`src/hdl/nlsc_pkg.sv`:
```
// shared types and constants for the length-prefix to start-code converter
`default_nettype none

package nlsc_pkg;

  localparam int unsigned ByteW  = 8;
  localparam int unsigned LenW   = 32;
  localparam int unsigned SizeW  = 3;
  localparam int unsigned SeenW  = 2;
  localparam int unsigned UserW  = 5;
  localparam int unsigned AddrW  = 3;
  localparam int unsigned DataW  = 32;

  // prefix size limits
  localparam logic [SizeW-1:0] SizeMin   = 3'd1;
  localparam logic [SizeW-1:0] SizeMax   = 3'd4;
  localparam logic [SizeW-1:0] SizeReset = 3'd4;

  // start code: three zero bytes then a one
  localparam logic [ByteW-1:0] ScZero = 8'h00;
  localparam logic [ByteW-1:0] ScOne  = 8'h01;
  localparam logic [1:0]       ScTail = 2'd3;

  // register indexes
  typedef enum logic {
    REG_LENGTH_FIELD_BYTES = 1'b0,
    REG_FRAGMENT_MODE      = 1'b1
  } nlsc_reg_e;

  typedef enum logic [1:0] {
    STATUS_OK         = 2'd0,
    STATUS_IN_PREFIX  = 2'd1,
    STATUS_IN_PAYLOAD = 2'd2
  } nlsc_status_e;

  // what one accepted word produces
  typedef enum logic [1:0] {
    ACT_NONE  = 2'd0,
    ACT_ONE   = 2'd1,
    ACT_START = 2'd2
  } nlsc_act_e;

  typedef struct packed {
    logic [ByteW-1:0] out_byte;
    logic             has_byte;
    logic             unit_end;
    logic             sample_end;
    nlsc_status_e     status;
  } nlsc_res_t;

endpackage

`default_nettype wire

```
`src/hdl/nlsc_parse.sv`:
```
// prefix and payload tracking: state registers and per-word decision logic
`default_nettype none

module nlsc_parse (
  input  wire logic                       clk_i,
  input  wire logic                       rst_ni,
  input  wire logic                       step_i,
  input  wire logic [nlsc_pkg::ByteW-1:0] in_byte_i,
  input  wire logic                       last_i,
  input  wire logic [nlsc_pkg::SizeW-1:0] size_cfg_i,
  input  wire logic                       fragment_mode_i,
  output nlsc_pkg::nlsc_act_e             act_o,
  output nlsc_pkg::nlsc_res_t             res_o
);

  logic                       in_payload_q, in_payload_d;
  logic [nlsc_pkg::SeenW-1:0] seen_q, seen_d;
  logic [nlsc_pkg::LenW-1:0]  accum_q, accum_d;
  logic [nlsc_pkg::LenW-1:0]  rem_q, rem_d;

  logic [nlsc_pkg::SizeW-1:0] size;
  logic [nlsc_pkg::SizeW-1:0] seen_inc;
  logic [nlsc_pkg::LenW-1:0]  accum_next;
  logic [nlsc_pkg::LenW-1:0]  rem_dec;

  // out-of-range sizes clamp to the nearest legal one
  always_comb begin
    if (size_cfg_i < nlsc_pkg::SizeMin) begin
      size = nlsc_pkg::SizeMin;
    end else if (size_cfg_i > nlsc_pkg::SizeMax) begin
      size = nlsc_pkg::SizeMax;
    end else begin
      size = size_cfg_i;
    end
  end

  assign seen_inc   = {1'b0, seen_q} + nlsc_pkg::SizeW'(1);
  assign accum_next = {accum_q[nlsc_pkg::LenW-nlsc_pkg::ByteW-1:0], in_byte_i};
  assign rem_dec    = rem_q - nlsc_pkg::LenW'(1);

  always_comb begin
    in_payload_d = in_payload_q;
    seen_d       = seen_q;
    accum_d      = accum_q;
    rem_d        = rem_q;
    act_o        = nlsc_pkg::ACT_NONE;
    res_o        = '0;
    if (in_payload_q) begin
      rem_d          = rem_dec;
      act_o          = nlsc_pkg::ACT_ONE;
      res_o.out_byte = in_byte_i;
      res_o.has_byte = 1'b1;
      if (rem_dec == '0) begin
        res_o.unit_end   = 1'b1;
        res_o.sample_end = last_i;
        in_payload_d     = 1'b0;
        seen_d           = '0;
        accum_d          = '0;
      end else if (last_i) begin
        // sample cut short inside a payload
        res_o.unit_end   = 1'b1;
        res_o.sample_end = 1'b1;
        res_o.status     = nlsc_pkg::STATUS_IN_PAYLOAD;
        in_payload_d     = 1'b0;
        seen_d           = '0;
        accum_d          = '0;
        rem_d            = '0;
      end
    end else begin
      accum_d = accum_next;
      if (seen_inc >= size) begin
        accum_d = '0;
        seen_d  = '0;
        if (accum_next == '0) begin
          // empty unit: marker in fragment mode, else dropped unless it ends the sample
          if (fragment_mode_i) begin
            act_o            = nlsc_pkg::ACT_ONE;
            res_o.unit_end   = 1'b1;
            res_o.sample_end = last_i;
          end else if (last_i) begin
            act_o            = nlsc_pkg::ACT_ONE;
            res_o.sample_end = 1'b1;
          end
        end else if (last_i) begin
          // prefix complete but no payload follows
          act_o            = nlsc_pkg::ACT_ONE;
          res_o.unit_end   = 1'b1;
          res_o.sample_end = 1'b1;
          res_o.status     = nlsc_pkg::STATUS_IN_PAYLOAD;
          rem_d            = '0;
        end else begin
          in_payload_d = 1'b1;
          rem_d        = accum_next;
          if (!fragment_mode_i) begin
            act_o          = nlsc_pkg::ACT_START;
            res_o.out_byte = nlsc_pkg::ScZero;
            res_o.has_byte = 1'b1;
          end
        end
      end else if (last_i) begin
        act_o            = nlsc_pkg::ACT_ONE;
        res_o.sample_end = 1'b1;
        res_o.status     = nlsc_pkg::STATUS_IN_PREFIX;
        seen_d           = '0;
        accum_d          = '0;
        rem_d            = '0;
      end else begin
        seen_d = seen_inc[nlsc_pkg::SeenW-1:0];
      end
    end
  end

  always_ff @(posedge clk_i or negedge rst_ni) begin
    if (!rst_ni) begin
      in_payload_q <= 1'b0;
      seen_q       <= '0;
      accum_q      <= '0;
      rem_q        <= '0;
    end else if (step_i) begin
      in_payload_q <= in_payload_d;
      seen_q       <= seen_d;
      accum_q      <= accum_d;
      rem_q        <= rem_d;
    end
  end

endmodule

`default_nettype wire

```
`src/hdl/nal_length_prefix_to_start_code.sv`:
```
// top level: length-prefixed units in, start-code or bare fragment units out
`default_nettype none

// Converts a sample made of length-prefixed units (big-endian prefix of 1 to
// 4 bytes, set by length_field_bytes) into a byte stream. With fragment_mode
// clear, every non-empty unit goes out behind 00 00 00 01 and empty units are
// dropped; with it set, payloads go out bare, the last word of each unit
// carries unit_end and an empty unit gives a marker word (has_byte low).
// Samples that end early are flagged in status rather than rejected. Rate:
// one input word per cycle unless the output stalls; a word that completes
// a prefix in start-code mode sends four start-code words through the
// single output register, one per cycle unless stalled, and input is held
// meanwhile. Words pass through the input, then the output register.
// Registers (APB, 32-bit; the user writes them only while idle, which the
// block does not enforce): 0x0 length_field_bytes [2:0], reset 4, 0 acts
// as 1 and 5..7 as 4; 0x4 fragment_mode [0], reset 0.
module nal_length_prefix_to_start_code (
  input  wire logic                       clk_i,
  input  wire logic                       rst_ni,
  // input stream
  input  wire logic                       s_axis_tvalid_i,
  output      logic                       s_axis_tready_o,
  input  wire logic [nlsc_pkg::ByteW-1:0] s_axis_tdata_i,  // [7:0] in_byte
  input  wire logic                       s_axis_tlast_i,  // last_of_sample
  // output stream
  output      logic                       m_axis_tvalid_o,
  input  wire logic                       m_axis_tready_i,
  output      logic [nlsc_pkg::ByteW-1:0] m_axis_tdata_o,  // [7:0] out_byte
  // [0] has_byte, [1] unit_end, [2] sample_end, [4:3] status
  output      logic [nlsc_pkg::UserW-1:0] m_axis_tuser_o,
  output      logic                       m_axis_tlast_o,  // last_of_run
  // configuration
  input  wire logic                       psel,
  input  wire logic                       penable,
  input  wire logic                       pwrite,
  input  wire logic [nlsc_pkg::AddrW-1:0] paddr,
  input  wire logic [nlsc_pkg::DataW-1:0] pwdata,
  output      logic [nlsc_pkg::DataW-1:0] prdata,
  output      logic                       pready
);

  // config registers
  logic [nlsc_pkg::SizeW-1:0] size_q;
  logic                       frag_q;
  logic                       cfg_wr;
  nlsc_pkg::nlsc_reg_e        cfg_idx;

  // input register
  logic                       in_valid_q, in_valid_d;
  logic [nlsc_pkg::ByteW-1:0] in_byte_q;
  logic                       in_last_q;

  // output register
  logic                       out_valid_q, out_valid_d;
  nlsc_pkg::nlsc_res_t        out_res_q, out_res_d;
  logic                       out_lor_q, out_lor_d;
  logic                       out_load;

  // remaining start-code words still to send
  logic [1:0]                 sc_cnt_q, sc_cnt_d;

  logic                       out_free;
  logic                       sc_busy;
  logic                       step;
  nlsc_pkg::nlsc_act_e        act;
  nlsc_pkg::nlsc_res_t        res;

  // apb: always ready, word-aligned decode on paddr[2]
  assign pready  = 1'b1;
  assign cfg_idx = nlsc_pkg::nlsc_reg_e'(paddr[2]);
  assign cfg_wr  = psel && penable && pwrite && pready;

  always_comb begin
    prdata = '0;
    case (cfg_idx)
      nlsc_pkg::REG_LENGTH_FIELD_BYTES: prdata[nlsc_pkg::SizeW-1:0] = size_q;
      nlsc_pkg::REG_FRAGMENT_MODE:      prdata[0]                   = frag_q;
      default:                          prdata                      = '0;
    endcase
  end

  always_ff @(posedge clk_i or negedge rst_ni) begin
    if (!rst_ni) begin
      size_q <= nlsc_pkg::SizeReset;
      frag_q <= 1'b0;
    end else if (cfg_wr) begin
      if (cfg_idx == nlsc_pkg::REG_LENGTH_FIELD_BYTES) begin
        size_q <= pwdata[nlsc_pkg::SizeW-1:0];
      end else begin
        frag_q <= pwdata[0];
      end
    end
  end

  // the output register frees up when empty or when its word is taken
  assign out_free = !out_valid_q || m_axis_tready_i;
  assign sc_busy  = (sc_cnt_q != '0);
  // the held word is processed once the start-code tail is out
  assign step     = in_valid_q && !sc_busy && out_free;

  assign s_axis_tready_o = !in_valid_q || step;

  always_comb begin
    in_valid_d = in_valid_q;
    if (s_axis_tready_o) begin
      in_valid_d = s_axis_tvalid_i;
    end
  end

  always_ff @(posedge clk_i or negedge rst_ni) begin
    if (!rst_ni) begin
      in_valid_q <= 1'b0;
    end else begin
      in_valid_q <= in_valid_d;
    end
  end

  always_ff @(posedge clk_i) begin
    if (s_axis_tvalid_i && s_axis_tready_o) begin
      in_byte_q <= s_axis_tdata_i;
      in_last_q <= s_axis_tlast_i;
    end
  end

  nlsc_parse u_parse (
    .clk_i           (clk_i),
    .rst_ni          (rst_ni),
    .step_i          (step),
    .in_byte_i       (in_byte_q),
    .last_i          (in_last_q),
    .size_cfg_i      (size_q),
    .fragment_mode_i (frag_q),
    .act_o           (act),
    .res_o           (res)
  );

  // output word selection: start-code tail first, then the parser's result
  always_comb begin
    sc_cnt_d  = sc_cnt_q;
    out_res_d = out_res_q;
    out_lor_d = out_lor_q;
    out_load  = 1'b0;
    if (sc_busy && out_free) begin
      out_load           = 1'b1;
      out_res_d          = '0;
      out_res_d.has_byte = 1'b1;
      out_res_d.out_byte = (sc_cnt_q == 2'd1) ? nlsc_pkg::ScOne : nlsc_pkg::ScZero;
      out_lor_d          = (sc_cnt_q == 2'd1);
      sc_cnt_d           = sc_cnt_q - 2'd1;
    end else if (step && (act != nlsc_pkg::ACT_NONE)) begin
      out_load  = 1'b1;
      out_res_d = res;
      out_lor_d = (act == nlsc_pkg::ACT_ONE);
      if (act == nlsc_pkg::ACT_START) begin
        sc_cnt_d = nlsc_pkg::ScTail;
      end
    end
    out_valid_d = out_valid_q;
    if (out_free) begin
      out_valid_d = out_load;
    end
  end

  always_ff @(posedge clk_i or negedge rst_ni) begin
    if (!rst_ni) begin
      out_valid_q <= 1'b0;
      sc_cnt_q    <= '0;
    end else begin
      out_valid_q <= out_valid_d;
      sc_cnt_q    <= sc_cnt_d;
    end
  end

  always_ff @(posedge clk_i) begin
    if (out_load) begin
      out_res_q <= out_res_d;
      out_lor_q <= out_lor_d;
    end
  end

  assign m_axis_tvalid_o = out_valid_q;
  assign m_axis_tdata_o  = out_res_q.out_byte;
  assign m_axis_tuser_o  = {out_res_q.status, out_res_q.sample_end,
                            out_res_q.unit_end, out_res_q.has_byte};
  assign m_axis_tlast_o  = out_lor_q;

endmodule

`default_nettype wire

```
`config.mk`:
```
export PLATFORM = sky130hd
export DESIGN_NAME = nal_length_prefix_to_start_code
export DESIGN_NICKNAME = d
export VERILOG_FILES = /design/src/hdl/nlsc_pkg.sv /design/src/hdl/nlsc_parse.sv /design/src/hdl/nal_length_prefix_to_start_code.sv
export SDC_FILE = /design/constraint.sdc
export NUM_CORES = 1
export LEC_CHECK = 0
export ABC_CLOCK_PERIOD_IN_PS = 9360
export BUFFER_PORTS_ARGS = -buffer_cell sky130_fd_sc_hd__buf_2
export CAP_MARGIN = 20
export CORE_MARGIN = 2
export CORE_UTILIZATION = 55
export CTS_BUF_LIST = sky130_fd_sc_hd__clkbuf_4
export CTS_CLUSTER_SIZE = 8
export DETAILED_ROUTE_END_ITERATION = 12
export PLACE_DENSITY = 0.91
export SYNTH_ARGS = -nofsm -noshare
export SYNTH_HDL_FRONTEND = slang
export SYNTH_SLANG_ARGS = --single-unit
export TNS_END_PERCENT = 30
```
`constraint.sdc`:
```
create_clock -name clk_i -period 9.36 [get_ports clk_i]
set_clock_uncertainty 0.2 [all_clocks]
set_input_delay 0.468 -clock clk_i [delete_from_list [all_inputs] [get_ports clk_i]]
set_output_delay 0.468 -clock clk_i [all_outputs]
set_load 0.05 [all_outputs]
```
Word level (Yosys, flattened, before mapping)
Index checks and enable logic that the tools add are counted.

storage, ports and cells
  bits in writable memories = 0
  bits in read-only memories = 0
  memories kept = 0
  register bits after elaboration = 90
  latch bits = 0

cells by class
  divide/modulo/power cells = 0
  shift-type cells = 0
  multipliers = 0
  magnitude comparators = 3
  reduce and logical (&&, ||, !) cells = 25
  mux-type cells = 56
  bitwise operators = 1
  equal/unequal tests = 5
  $add $sub $neg = 3

operator list
  kind                                                    number
  2-to-1 mux 32 bit                                       7
  2-to-1 mux 24 bit                                       3
  logical NOT 32 bit                                      2
  2-to-1 mux 2 bit                                        20
  2-to-1 mux 13 bit                                       3
  subtractor 32 x 1 -> 32 bit (second input constant)     1
  2-to-1 mux 1 bit                                        17
  2-to-1 mux 3 bit                                        4
  AND reduction 2 bit                                     5
  nonzero test 2 bit                                      4
  logical AND 1 bit                                       7
  equality test 2 x 1 -> 1 bit (second input constant)    2
  2-to-1 mux 4 bit                                        1
  adder 2 x 1 -> 3 bit (second input constant)            1
  >= comparator 3 bit                                     1
  greater-than comparator 3 bit (second input constant)   1
  logical NOT 1 bit                                       3
  < comparator 3 x 1 -> 1 bit (second input constant)     1
  inequality test 3 x 2 -> 1 bit (second input constant)  1
  inequality test 3 bit (second input constant)           1
  AND reduction 3 bit                                     1
  nonzero test 3 bit                                      1
  equality test 2 bit (second input constant)             1
  logical OR 1 bit                                        2
  3 further kinds                                         3

Logic depth before layout (Yosys ltp)
Gate-level depths: netlist of run 1.

  depth in word-level cells = 11
  mapped depth = 13
  mapped depth without buffers = 11

Hierarchy
From an unflattened synthesis of run 1, not the netlist that was laid out.

unflattened totals
  cells, all modules = 553
  area total of the unflattened synthesis = 5434.0 µm²

modules (own cells, without submodules)
  module                           cells an instance  instances  area each (µm²)
  nlsc_parse                       445                1          3967.6
  nal_length_prefix_to_start_code  108                1          1466.4

Worst setup path before layout of run 1
Ideal clock, no wire load.

  path type = register to register
  start = register u_parse.rem_q[26] (netlist name)
  end = register u_parse.rem_q[19] (netlist name)
  cell stages (with the launch flop) = 10
  buffers on the path = 1
  period minus slack after synthesis = 3553 ps
  arrival time = 3282 ps
  path slack = 5807 ps
  cell sequence = dfrtp_1 -> or4_4 -> or4b_4 -> or4_1 -> a221o_1 -> a2111oi_4 -> a31oi_1 -> buf_6 -> or4_1 -> nand4_1

on the way
  word-level cells in the longest chain between the ends = 4

ends and longest elaborated chain
  what                         line               RTL
  start, declared              nlsc_parse.sv:19   logic [nlsc_pkg::LenW-1:0] rem_q, rem_d;
  start signal, assigned       nlsc_parse.sv:123  rem_q <= rem_d;
  subtractor 32 x 1 -> 32 bit  nlsc_parse.sv:39   assign rem_dec = rem_q - nlsc_pkg::LenW'(1);
  logical NOT 32 bit           nlsc_parse.sv:53   if (rem_dec == '0) begin
  2-to-1 mux 32 bit            nlsc_parse.sv:53
  2-to-1 mux 32 bit            nlsc_parse.sv:48   if (in_payload_q) begin

No other way between the ends.
A chain may end at the register's enable or synchronous reset.

Worst setup path in the final report of run 1
  start = register u_parse.rem_q[0] (netlist name)
  end = register u_parse.seen_q[0] (netlist name)

on the way
  word-level cells in the longest chain between the ends = 4

ends and longest elaborated chain
  what                                                                               line               RTL
  subtractor 32 x 1 -> 32 bit *                                                      nlsc_parse.sv:39
  logical NOT 32 bit *                                                               nlsc_parse.sv:53
  inequality test 3 bit (no source line) / 2-to-1 mux 2 bit (equally long branches)  -
  AND reduction 2 bit (no source line) / 2-to-1 mux 2 bit (equally long branches)    -
  end signal, assigned                                                               nlsc_parse.sv:121  seen_q <= seen_d;
  end, declared                                                                      nlsc_parse.sv:17   logic [nlsc_pkg::SeenW-1:0] seen_q, seen_d;

Mark *: on every way between the ends. The rest lies on a longest branch, timed or not.

==> results of run 1 <==
==> placed cells by master, fill, tap and decap left out, types with 4 or more instances in the layout <==
cell type      count
a22o_1            38
nor3_1             7
nand3_1           14
nand2_1           46
or3_1             11
inv_1             12
nor4_1            18
or4_1              8
conb_1            30
clkbuf_4           9
buf_4              8
a211o_1            5
dfrtp_1           66
ha_1               8
nand4_1           11
nor2_1            36
buf_2             38
o21ai_1           11
a21oi_1           16
edfxtp_1          23
o21ai_0           39
dlygate4sd3_1     11
nor4_2             4
nor2b_1            4
mux2_2             5
nand2b_1          11
and3_1            12
o31ai_1            4
==> final cells by class <==
cell class / instances / share of cell area
Multi-Input combinational cell: 397 / 0.4452
Sequential cell: 90 / 0.4271
Timing Repair Buffer: 57 / 0.06498
Tap cell: 111 / 0.02505
Clock inverter: 7 / 0.01737
Clock buffer: 9 / 0.01218
Inverter: 12 / 0.008123
==> through the flow <==
| stage | hold slack, ns | area [um2] | utilization | power [mW] | setup slack (ns) |
|---|---|---|---|---|---|
| 2_1_floorplan | -0.02759 | 5211 | - | 0.9850 | 5.807 |
| 3_3_place_gp | 0.2872 | 5264 | 0.5779 | 1.084 | 4.936 |
| 3_5_place_dp | 0.2982 | 5264 | 0.5779 | 1.107 | 4.844 |
| 4_1_cts | 0.01257 | 5538 | 0.6080 | 1.352 | 4.826 |
| 5_1_grt | 0.003033 | 5545 | 0.6088 | 1.434 | 4.415 |
| 6_report | 0.02038 | 5545 | 0.6088 | 1.368 | 4.651 |
==> power breakdown <==
part | switching [mW] | internal, mW
logic | 0.351 | 0.167
clock network | 0.161 | 0.0896
registers | 0.108 | 0.491
==> worst min path at each step <==
stage                      start                 to  slack (ns)  depth (start not counted)
3_3_place_gp   u_parse.seen_q[1]  u_parse.seen_q[1]        0.29                          1
4_1_cts                pwdata[2]          size_q[2]        0.01                          2
5_1_grt                pwdata[1]          size_q[1]       0.003                          2
6_report               pwdata[2]          size_q[2]        0.02                          2
3_5_place_dp   u_parse.seen_q[1]  u_parse.seen_q[1]        0.30                          1
2_1_floorplan             rst_ni             frag_q       -0.03                          0
==> metal layers <==
layer,track usage,vias up,share of wire
met4,0.09800,0,0.027
met3,0.06616,39,0.10
li1,-,2008,-
met1,0.3622,2140,0.39
met5,0,-,0
met2,0.4373,280,0.48
==> state kept, by name, indices dropped and copies added, names as in the netlist, 2 cells and up <==
name             cells
u_parse.rem_q       32
sc_cnt_q             2
u_parse.accum_q     24
m_axis_tuser_o       5
m_axis_tdata_o       8
size_q               3
in_byte_q            8
u_parse.seen_q       2
==> critical path: cells and delay by family (launching register included) <==
kind | cells | cell delay (ns)
buffers and inverters | 1 | 0.11
AOI/OAI and AO/OA | 2 | 0.72
DFF | 1 | 0.49
adders and majority gates | 1 | 0.24
and+or+nand+nor | 5 | 2.33
muxes | 1 | 0.50
==> logic make-up (layout without fill, tap and decap cells) <==
logic type                 after synthesis  after routing  share of synthesized area
and+or+nand+nor                        198            198                     0.2095
AOI/OAI and AO/OA                      148            148                     0.2044
DFF                                     90             90                     0.4639
buffers and inverters                   70             85                    0.07572
adders and majority gates                8              8                    0.01960
muxes                                    8              8                    0.01691
xor gates and xnor gates                 5              5                   0.008578
other                                    2             30                   0.001471
==> results_dict.tcl, run 1 <==
set metrics [dict create \
    synthFlopType "dfrtp_1" \
    grt_overflow_total 0 \
    grt_max_degree 68 \
    antenna_found_initial 0 \
    htree_levels 3 \
    die_h_um 100.4 \
    dp_hpwl_um 8809 \
    period_minus_slack_ns 4.709 \
    cts_tree "built" \
    status "finished clean" \
    wirelength_um 13130 \
    clock-sinks 90 \
    grt_pass1_vias 4167 \
    power_leakage_nw 2.398 \
    synth_seq_area_share 0.4639 \
    routed-via-count 4467 \
    synth_seq_cells 90 \
    finalNetCount 626 \
    drt-initial-drc-count 547 \
    crit_path_start "u_parse.rem_q[0]" \
    regArea_um2 2369 \
    slew_violations 0 \
    final_layout_size_suffix_gt1_frac 0.1381 \
    slowest_stage "nor3_1" \
    synth_top_area_frac 0.3235 \
    io_pins 100 \
    peakVddDrop_v 0.0001732 \
    yosysWarningCount 0 \
    max_freq_ghz 0.2124 \
    reg2regPathDepth 10 \
    cpPeakStageDelay_ns 0.69 \
    r2r-end "u_parse.seen_q[0]" \
    synth.most_common_cell "dfrtp_1" \
    syn_avg_cell_area_um2 9.652 \
    ant_nets 0 \
    cp-start-kind "register" \
    multi_input_area_um2 2469 \
    rr_startpoint "u_parse.rem_q[0]" \
    core_um2 9109 \
    synth_area_um2 5106 \
    synth_area_leaders "dfrtp_1 (32%), edfxtp_1 (14%), a22o_1 (6.5%)" \
    dp_cells 655 \
    clk_latency_ns 0.49 \
    area_delta_synth_final_pct 8.601 \
    syn-instance-count 529 \
    place_congestion 0.9095 \
    critPathCaptureType "register" \
    ys_top_cells_by_count "dfrtp_1 (66), nand2_1 (46), o21ai_0 (41), a22o_1 (38), nor2_1 (36)" \
    required_ns 9.53 \
    hp-class "in -> reg" \
    max_slew.worst_pin.slew_ns 0.9411 \
    cts_setup_buffers 0 \
    portBuffers 38 \
    path_clk_slew_ns 0.18 \
    cap_violations 0 \
    fillers 712 \
    r2r_setup_slack_ns 4.65 \
    cp.arrival_ns 4.88 \
    initial_core_util 0.5606 \
    setup_viol_count_final 0 \
    dieArea_um2 10070 \
    grt_pass1_wl_um 21310 \
    yosysTopAreaCell "dfrtp_1" \
    worst-setup-path-type "reg -> reg" \
    rsz0062_at_grt "no" \
    numCtsBuffers 9 \
    cts_resized 0 \
    layoutNonFillerInstCount 683 \
    holdBufCountCts 11 \
    tns_ns 0 \
    synth_edf_count 23 \
    hold_viol 0 \
    rows 35 \
    drt-vias-per-instance 6.540 \
    drt_first_pass_iters 5 \
    grt_use_total 0.2725 \
    cts_buffer_depth 2 \
    route.detailed.drc 0 \
    post_drt_wl_per_cell_um 19.23 \
    crit_end "u_parse.seen_q[0]" \
    synth_async_sr_flop_share 0.7444 \
    die-width_um 100.4 \
    crit_chain "inv_1 > ha_1 > nor3b_1 > nand3_1 > nor3_1 > nand3b_1 > a2111oi_4 > a21oi_1 > nand2b_1 > mux2_2" \
    fin_crit_sh 0.5031 \
    ys_types 63 \
    power.density_nw_per_um2 246.8 \
    antenna_cells 0 \
    clockRootBuffer "clkbuf_4" \
    slew_headroom 0.3726 \
    crit_fanout 26 \
]
Power figures use the tool's default switching activity.
==> run 2, diff against run 1 <==
ABC_AREA = 1   (was unset)
ABC_CLOCK_PERIOD_IN_PS = 4300   (was 9360)
CORE_UTILIZATION = 53   (was 55)
PLACE_DENSITY = 0.9   (was 0.91)
clock period = 4.3 ns   (was 9.36 ns; I/O delays follow)
==> run 2 against run 1 <==
The run now ends with negative hold slack left. Combinational power rose to 4.0 times the previous value. Utilization decreased by 1.9 points. Critical path depth stayed put. Sequential cell count unchanged. Total power rose to 3.0 times the previous value. Fmax up 44%. Worst hold slack worse by 0.034 ns. Routed wire length is 8.2% higher. Highest routed layer unchanged. Largest power group is now combinational logic. Non-clock buffer count increased by 8. Final cell count up 44%.
==> results_dict.tcl, run 2 <==
set metrics [dict create \
    status "finished, violations left" \
    violations "negative hold slack" \
    io_pins 100 \
    wirelength_um 14200 \
    most-common-layout-cells "nand2_1 (196), nor2_1 (146), nand3_1 (83)" \
    setup_viol_count_final 0 \
    fin_ws_ns 1.023 \
    antenna_cells 0 \
    grt_pass1_wl_um 23980 \
    crit_fanout 41 \
    ys_types 34 \
    cap_violations 0 \
    layoutNonFillerInstCount 981 \
    top_regs "u_parse.rem_q (32), u_parse.accum_q (24)" \
    path_clk_slew_ns 0.17 \
    synth_edf_count 23 \
    numCtsBuffers 9 \
    power.density_nw_per_um2 666.4 \
    synth_top_family_by_area "simple AND/OR/NAND/NOR gates" \
    routed-via-count 5377 \
    initial_core_util 0.5495 \
    route.detailed.drc 0 \
    syn-instance-count 794 \
    max_freq_ghz 0.3052 \
    grt_max_degree 42 \
    synth.most_common_cell "nand2_1" \
    p_int_mw 1.970 \
    power_leakage_nw 2.975 \
    p_clk_frac 0.112 \
    yosys.area_share.simple 0.3406 \
    cts_buffer_depth 2 \
    dp_cells 945 \
    rows 37 \
    finalNetCount 899 \
    die_h_um 107.7 \
    synthFlopType "dfrtp_1" \
    top_register "u_parse.rem_q" \
    synth_seq_area_share 0.4157 \
    required_ns 4.43 \
    worst-setup-path-type "reg -> reg" \
    syn_avg_cell_area_um2 7.176 \
    antenna_found_initial 0 \
    rsz0062_at_grt "no" \
    switchingPower_mw 2.106 \
    largest_reg_flops 32 \
    synth_seq_cells 90 \
    tns_ns 0 \
    ys_top_cells_by_count "nand2_1 (196), nor2_1 (147), nand3_1 (84), inv_1 (82), dfrtp_1 (66)" \
    drt-vias-per-instance 5.481 \
    yosysTopAreaCell "dfrtp_1" \
    place_congestion 0.9454 \
    power_frac_seq 0.381 \
    ant_nets 0 \
    synthXorXnorAreaFrac 0.004611 \
    hp-class "in -> async" \
    hold_viol 8 \
    slew_headroom 0.2783 \
    yosysWarningCount 0 \
    htree_levels 3 \
    final_common_cell "nand2_1" \
    pre_cts_ws_ns 1.101 \
    grt_use_total 0.2609 \
    grt_pass1_vias 5098 \
    period_minus_slack_ns 3.277 \
    synth-compound-area-share 0.08871 \
    clockRootBuffer "clkbuf_4" \
    clk_latency_ns 0.47 \
    dp_hpwl_um 9956 \
    die-width_um 107.7 \
    critPathCaptureType "register" \
    final_layout_size_suffix_gt1_frac 0.08994 \
    synth_area_leaders "dfrtp_1 (29%), nand2_1 (13%), edfxtp_1 (12%)" \
    synthMuxAreaShare 0 \
    peakVddDrop_v 0.0004458 \
    slew_violations 0 \
    clock-sinks 90 \
    cp.arrival_ns 3.41 \
    cts_tree "built" \
    drt-initial-drc-count 542 \
    max_slew.worst_pin.slew_ns 1.081 \
    pwr-share-comb 0.508 \
    portBuffers 38 \
    core_um2 10370 \
    dieArea_um2 11600 \
    fin_crit_sh 0.7621 \
    grt_overflow_total 0 \
    final_cell_area_um2 6116 \
    post_drt_wl_per_cell_um 14.48 \
    cp-start-kind "register" \
    area_delta_synth_final_pct 7.334 \
    synth_area_um2 5698 \
    synth_top_area_frac 0.2899 \
    swShare 0.5168 \
    placed_cell_area_um2 5782 \
    synth_async_sr_flop_share 0.7444 \
    drt_first_pass_iters 5 \
    synth_fa_ha_area_frac 0.01757 \
    fin_hold_ws_ns -0.01371 \
]
==> run 2: worst max-delay path: stages (launching register included) <==
cell      delay (ns)
dfrtp_1         0.44
ha_1            0.33
ha_1            0.30
nand2_1         0.06
o211ai_1        0.49
nor2_1          0.08
nand2_1         0.12
nand3_2         0.34
buf_4           0.40
a21oi_1         0.27
a22oi_1         0.10
==> run 2: metal layers <==
layer / part of all wire / up-vias / global-route usage / wire [um]
met5: 0 / - / 0 / 0
met4: 0.030 / 0 / 0.1062 / 421
met3: 0.091 / 41 / 0.04479 / 1295
met2: 0.47 / 283 / 0.4133 / 6662
met1: 0.41 / 2451 / 0.3554 / 5825
li1: - / 2602 / - / -
==> run 2: timing repair <==
item / in CTS / in global routing
setup endpoints to repair: 0 / 0
hold buffers: 19 / 0
setup buffers: 0 / 0
gates resized for setup: 0 / 0
hold endpoints to repair: 54 / 0
==> run 2: worst paths after layout <==
kind                                   start                 to  slack (ns)  cells after the start
max in group asynchronous             rst_ni  u_parse.rem_q[29]        2.98                      4
hold / removal                        rst_ni  u_parse.rem_q[10]       -0.01                      2
min in group clk_i                   penable          size_q[0]        0.14                      4
hold reg to reg            u_parse.seen_q[1]  u_parse.seen_q[1]        0.31                      2
setup / recovery           u_parse.seen_q[0]  u_parse.rem_q[24]        1.02                     10
setup reg to reg           u_parse.seen_q[0]  u_parse.rem_q[24]        1.02                     10
==> run 2: cell type report <==
cell class	instances	area, um2
flip-flops and latches	90	2369
inverters	82	307.8
clock inverters	6	48.80
clock buffers	10	75.07
multi-input cells	592	2693
fillers	918	4254
well taps	136	170.2
repair buffers	65	452.9
==> run 2: power groups by stage <==
| stage | clock network [mW] | logic (mW) | registers [mW] |
|---|---|---|---|
| finish | 0.455 | 2.07 | 1.55 |
| global route | 0.502 | 2.30 | 1.59 |
| CTS | 0.458 | 2.03 | 1.54 |
| detailed placement | 0 | 2.01 | 1.56 |
| global placement | 0 | 1.95 | 1.54 |
| floorplan | 0 | 1.45 | 1.70 |
==> run 2: logic make-up after synthesis <==
group / count (synthesis)
AO/OA/AOI/OAI: 88
buffers and inverters: 140
AND/OR/NAND/NOR: 463
XOR/XNOR: 3
other: 2
adder cells (fa/ha/maj): 8
flip-flops: 90
==> run 2: through the flow <==
step	hold slack (ns)	utilization	power [mW]
detailed placement	0.1931	0.5576	3.565
global route	0.04115	0.5898	4.394
finish	-0.01371	0.5898	4.076
CTS	0.08617	0.5878	4.027
global placement	0.1940	0.5576	3.497
floorplan	-0.2806	-	3.149
